===== config.mk =====
export PLATFORM = sky130hd
export DESIGN_NAME = rbc_front
export DESIGN_NICKNAME = d
export VERILOG_FILES = /design/src/rtl/core/rbc_pkg.sv /design/src/rtl/core/rbc_front.sv
export SDC_FILE = /design/constraint.sdc
export NUM_CORES = 1
export LEC_CHECK = 0
export BUFFER_PORTS_ARGS = -buffer_cell sky130_fd_sc_hd__buf_4
export CAP_MARGIN = 40
export CORE_UTILIZATION = 49
export DETAILED_ROUTE_END_ITERATION = 8
export PLACE_DENSITY = 0.75
export RECOVER_POWER = 50
export SKIP_CTS_REPAIR_TIMING = 1
export SLEW_MARGIN = 20
export SYNTH_ARGS = -nofsm -noshare
export SYNTH_HDL_FRONTEND = slang
export SYNTH_SLANG_ARGS = --single-unit
export TNS_END_PERCENT = 100

===== constraint.sdc =====
create_clock -name clk -period 7.7 [get_ports clk]
set_input_delay 1.54 -clock clk [delete_from_list [all_inputs] [get_ports clk]]
set_output_delay 1.54 -clock clk [all_outputs]
set_load 0.01 [all_outputs]

===== src/rtl/core/rbc_pkg.sv =====
// ----------------------------------------------------------------------------
// rbc_pkg: shared types and constants of the buffer cache tag store
// Slot count, status codes, request and result records, back-end states.
// ----------------------------------------------------------------------------
`default_nettype none
package rbc_pkg;

  localparam int SLOTS   = 64;
  localparam int SLOT_W  = $clog2(SLOTS);
  localparam int CNT_W   = SLOT_W + 1;
  localparam int REFS_W  = 16;
  localparam int STAMP_W = 32;
  localparam int QDEPTH  = 2;

  localparam logic [2:0] ST_HIT        = 3'd0;
  localparam logic [2:0] ST_MISS       = 3'd1;
  localparam logic [2:0] ST_ZERO       = 3'd2;
  localparam logic [2:0] ST_XLATE_FAIL = 3'd3;
  localparam logic [2:0] ST_EXHAUSTED  = 3'd4;
  localparam logic [2:0] ST_PUT_DONE   = 3'd5;
  localparam logic [2:0] ST_PUT_ERROR  = 3'd6;

  // One classified request waiting for the back end.
  typedef struct packed {
    logic              is_put;
    logic [31:0]       file_inode;
    logic [31:0]       block_index;
    logic [31:0]       device_block;
    logic              address_ok;
    logic [SLOT_W-1:0] release_slot;
  } req_t;

  // One finished result.
  typedef struct packed {
    logic [2:0]        status;
    logic [SLOT_W-1:0] slot;
    logic [31:0]       fetch_block;
    logic              evicted;
    logic [REFS_W-1:0] ref_count;
  } res_t;

  typedef enum logic [2:0] {
    B_IDLE,
    B_SCAN,
    B_DECIDE,
    B_PUT,
    B_OUT
  } back_state_t;

endpackage
`default_nettype wire


===== src/rtl/core/rbc_front.sv =====
// ----------------------------------------------------------------------------
// rbc_front: request intake
// Accepts input beats, classifies them as get or put and holds them in a
// short queue in front of the back end.
// ----------------------------------------------------------------------------
`default_nettype none
module rbc_front (
  input  wire logic         clk,
  input  wire logic         rst,
  input  wire logic         in_valid,
  output logic              in_ready,
  input  wire logic         in_kind,
  input  wire logic [31:0]  in_inode,
  input  wire logic [31:0]  in_index,
  input  wire logic [31:0]  in_dev,
  input  wire logic         in_ok,
  input  wire logic [rbc_pkg::SLOT_W-1:0] in_rel,
  output logic              q_valid,
  input  wire logic         q_ready,
  output rbc_pkg::req_t     q_data
);
  import rbc_pkg::*;

  localparam int QP_W = $clog2(QDEPTH);

  req_t              entry [QDEPTH];
  logic [QP_W-1:0]   wp;
  logic [QP_W-1:0]   rp;
  logic [QP_W:0]     count;
  logic              push;
  logic              pop;
  req_t              req_in;

  // Classify the incoming beat.
  always_comb begin
    req_in.is_put       = in_kind;
    req_in.file_inode   = in_inode;
    req_in.block_index  = in_index;
    req_in.device_block = in_dev;
    req_in.address_ok   = in_ok;
    req_in.release_slot = in_rel;
  end

  assign in_ready = (count != (QP_W+1)'(QDEPTH)) ? 1'b1 : 1'b0;
  assign q_valid  = (count != '0);
  assign q_data   = entry[rp];
  assign push     = in_valid && in_ready;
  assign pop      = q_valid && q_ready;

  // Queue storage.
  always_ff @(posedge clk) begin
    if (push) begin
      entry[wp] <= req_in;
    end
  end

  // Queue pointers.
  always_ff @(posedge clk) begin
    if (rst) begin
      wp    <= '0;
      rp    <= '0;
      count <= '0;
    end else begin
      if (push) begin
        wp <= wp + QP_W'(1);
      end
      if (pop) begin
        rp <= rp + QP_W'(1);
      end
      count <= count + (QP_W+1)'(push) - (QP_W+1)'(pop);
    end
  end

endmodule
`default_nettype wire


=== After elaboration in Yosys (flattened, before gate mapping) ===
Memories as Yosys holds them, arrays and structs flattened. A register that Yosys moved wholly into a read port is not among the register bits.
Index checks and enable logic that the tools add are counted.

* Bits in registers: 4
* Latch bits: 0
* RAM bits: 208
* Memory bits (read-only): 0
* Bits of input ports: 108
* Memories: 1

* Add/sub/neg operators: 4
* $mul: 0
* Divide/modulo/power cells: 0
* Magnitude comparators: 0
* Equality and inequality tests: 1
* Shift operators: 0
* Muxes and demuxes: 5
* Bitwise logic cells: 0
* Reduce and logical (&&, ||, !) cells: 3

{| class="wikitable"
|+ Memory list
! memory !! depth !! width !! rd ports !! clocked after Yosys merged registers in !! wr ports !! line !! text
|-
| entry || 2 || 104 || 1 || 1 || 1 || rbc_front.sv:26 || <nowiki>req_t entry [QDEPTH];</nowiki>
|}

{| class="wikitable"
|+ Operator list
! operator !! number
|-
| 2-to-1 mux 1 bit || 5
|-
| adder 1 bit, second input constant || 2
|-
| adder 2 x 1 -> 2 bit || 1
|-
| logical AND 1 bit || 2
|-
| != test 2 bit, second input constant || 1
|-
| nonzero test 2 bit || 1
|-
| subtractor 2 x 1 -> 2 bit || 1
|}

=== Logic depth before layout (Yosys ltp) ===
* Depth after elaboration: 5
* Mapped depth: 6
* Depth with buffers taken out: 6

=== Least setup slack after synthesis ===
Ideal clock, no wire load.

* Path kind: input to register
* Start point: input in_valid
* End point: memory entry[1][0] in the netlist's numbering (enable)
* Arrival: 3996 ps
* Setup slack: 3229 ps
* Cell stages on the path: 1
* Cells stage by stage: and3_1

* Longest elaborated chain between the ends: 3

{| class="wikitable"
|+ RTL lines
! element !! line !! text
|-
| start, declared || rbc_front.sv:10 || <nowiki>input wire logic in_valid,</nowiki>
|-
| logical AND 1 bit || rbc_front.sv:47 || <nowiki>assign push = in_valid && in_ready;</nowiki>
|-
| 2-to-1 mux 1 bit || rbc_front.sv:52 || <nowiki>if (push) begin</nowiki>
|-
| 2-to-1 mux 1 bit (implied by the code) || rbc_front.sv:53 || <nowiki>entry[wp] <= req_in;</nowiki>
|-
| end, declared || rbc_front.sv:26 ||
|}

Every way passes these cells.

=== Worst setup path after layout ===
* Start point: input in_valid
* End point: memory entry[0][37] in the netlist's numbering (enable)

Same word-level chain as after synthesis.

==> results.cfg <==
[pwr]
power_w = 0.00325
switchingPower_w = 0.000780
p_seq_share_pct = 45.0
combinationalPowerShare_pct = 22.6
power_density_nw_per_um2 = 310
clkPwrFrac_pct = 32.4
p_leak_nw = 3.94
ir_drop_uv = 192
netSwitchingFraction_pct = 24.0
intPower_w = 0.00247

[grt]
gr-usage-all-layers_pct = 16.5
grt_pass1_wl_um = 21300
gr-total-overflow = 0
antenna_found_initial = 0
grt_max_degree = 65
grt_pass1_vias = 4211

[critical_path]
worstSetupPathType = in -> reg
timing.rr.start = count[0]
cp.arrival_ns = 4.36
path_max_fanout = 46
r2r-end = entry[0][37]
startpoint_type = primary input
critPathRequiredTime_ns = 7.91
critPathMaxStageDelay_ns = 1.44
critPathCaptureType = flop
cp_slowest_cell = clkinvlp_2
crit_chain = clkbuf_1 -> nand3b_1 -> clkinvlp_2 -> buf_4 -> buf_16
r2r_setup_slack_ns = 4.19
startpoint = in_valid
reg2reg_depth = 5

[floorplan]
die_h_um = 130
ioPinCount = 214
fp.coreArea_sq_um = 15900
rows = 46
die_w_um = 130
dieArea_sq_um = 16900
initial_utilization_pct = 50.3

[synth]
synth-seq-cells = 213
ys_seq_area_share_pct = 79.2
synth.avg_cell_area_sq_um = 22.7
syn-num-nets = 462
synth_top_area_cell = edfxtp_1
synthCells = 353
yosys-top-cells-area = edfxtp_1, mux2_4, mux2_2, dfxtp_1, buf_6
yosysTopAreaCellShare_pct = 77.9
synth_cell_types = 25
ys_warn_count = 0
syn_area_sq_um = 8010

[cells_and_area]
fin_area_sq_um = 10500
antennaDiodeCount = 0
seq_area_sq_um = 6350
final_cell_mix = edfxtp_1, buf_4, clkbuf_4
layout.nets = 693
area_growth_pct = 31.0
fillers = 1138
multi_input_area_sq_um = 1550
final_common_cell = edfxtp_1
drive_gt1_share_pct = 54.8

[worst_hold_path]
worstHoldStart = rp
hold_class = reg -> reg
hold-path-cell-count = 2

[drt]
final_antenna_net_count = 0
drtPass1Iterations = 4
wl_per_cell_um = 17.4
initialDrtViolationCount = 149
drt_wl_total_um = 14200
drc = 0
vias_per_cell = 4.91
via_count = 4010

[clock_tree]
clk_latency_ns = 0.48
clkSlewWorstSetupHoldPaths_ns = 0.06
cts_tree = built
cts_made_buffers = 22
root_buffer = clkbuf_16
clkSinkCount = 213
h-tree-depth = 1
cts_buffer_depth = 3

[timing]
drv_slew = 84
fin_setup_tns_ns = 0
slew_headroom_pct = -28.1
finalSetupViolations = 0
post-route-period-util_pct = 53.8
finalHoldViolations = 0
tightest_slew_ns = 1.92
fin_hold_ws_ns = 0.502
rsz0062_at_grt = no
fin_crit_ns = 4.14
clock_skew_ns = 0.00585
fmax_mhz = 241

[run_status]
status = finished with violations
violations = max-capacitance violations, max-slew violations

[place]
dpl.hpwl_um = 9300
port_buffers = 213
globalplace.congestion = 0.702
post_dp_cell_area_sq_um = 9830

[job]
cap_violations = 2
critical path, delay by kind of cell:
family	cells	cell delay [ns]
buffers and inverters	4	2.62
and+or+nand+nor	1	0.17
how the worst max path moves through the flow:
stage                   end  slack (ns)  depth (start not counted)
2_1_floorplan   entry[1][0]        3.23                          1
3_3_place_gp     q_data[99]        3.83                          3
3_5_place_dp   entry[0][37]        4.18                          4
4_1_cts          q_data[92]        3.75                          3
5_1_grt        entry[0][37]        3.22                          5
6_report       entry[0][37]        3.56                          5
cells in the mapped netlist:
| master | n |
|---|---|
| edfxtp_1 | 208 |
| mux2_4 | 60 |
| mux2_2 | 44 |
| buf_6 | 7 |
| dfxtp_1 | 5 |
| nor2_1 | 5 |
| buf_2 | 4 |
| nor2b_1 | 2 |
| o21ai_0 | 2 |
| a211oi_1 | 1 |
| a21bo_1 | 1 |
| a21bo_2 | 1 |
| a21oi_1 | 1 |
| a32oi_1 | 1 |
| and2b_1 | 1 |
| and3_1 | 1 |
| buf_8 | 1 |
| ha_1 | 1 |
| inv_1 | 1 |
| mux2_1 | 1 |
| nand2b_1 | 1 |
| nand3_1 | 1 |
| nand3b_1 | 1 |
| or2_2 | 1 |
| xor2_1 | 1 |
power groups by stage:
stage / clock network [W] / logic (W) / registers [W]
6_report: 0.00105 / 0.000736 / 0.00146
4_1_cts: 0.00108 / 0.000749 / 0.00146
3_5_place_dp: 0 / 0.000745 / 0.00149
3_3_place_gp: 0 / 0.000704 / 0.00150
5_1_grt: 0.00113 / 0.000788 / 0.00147
2_1_floorplan: 0 / 0.000457 / 0.00147
flip-flops by register name, summed over array words and instances (netlist names), named ones only:
signal	count
count	2
entry	208
rp	1
wp	1
layout make-up:
class | count | area share (%)
Tap cell | 216 | 2.58
Clock buffer | 24 | 5.52
Timing Repair Buffer | 219 | 15.1
Inverter | 1 | 0.0477
Clock inverter | 16 | 1.49
Multi-Input combinational cell | 127 | 14.8
Sequential cell | 213 | 60.5
cell families after synthesis:
group,synth area share (%)
DFF,79.2
buffers and inverters,1.47
AOI/OAI and AO/OA,0.640
xor gates and xnor gates,0.109
muxes,17.6
adders and majority gates,0.156
and+or+nand+nor,0.874
routing by layer:
metal / vias to the layer above / global-route usage (%) / part of all wire (%)
met3: 21 / 5.00 / 8.0
met1: 1972 / 19.2 / 39
met2: 145 / 29.7 / 51
li1: 1872 / - / -
met4: 0 / 4.58 / 1.6
met5: - / 0 / 0
per-stage QoR:
step	worst slack, ns	std cells	utilization (%)
after CTS	3.75	814	66.3
after detailed placement	4.18	774	61.7
after global routing	3.22	816	65.8
after global placement	3.83	773	61.5
after floorplan	3.23	353	-
final	3.56	816	65.8
Note: power is estimated with default switching activity, not from simulation.
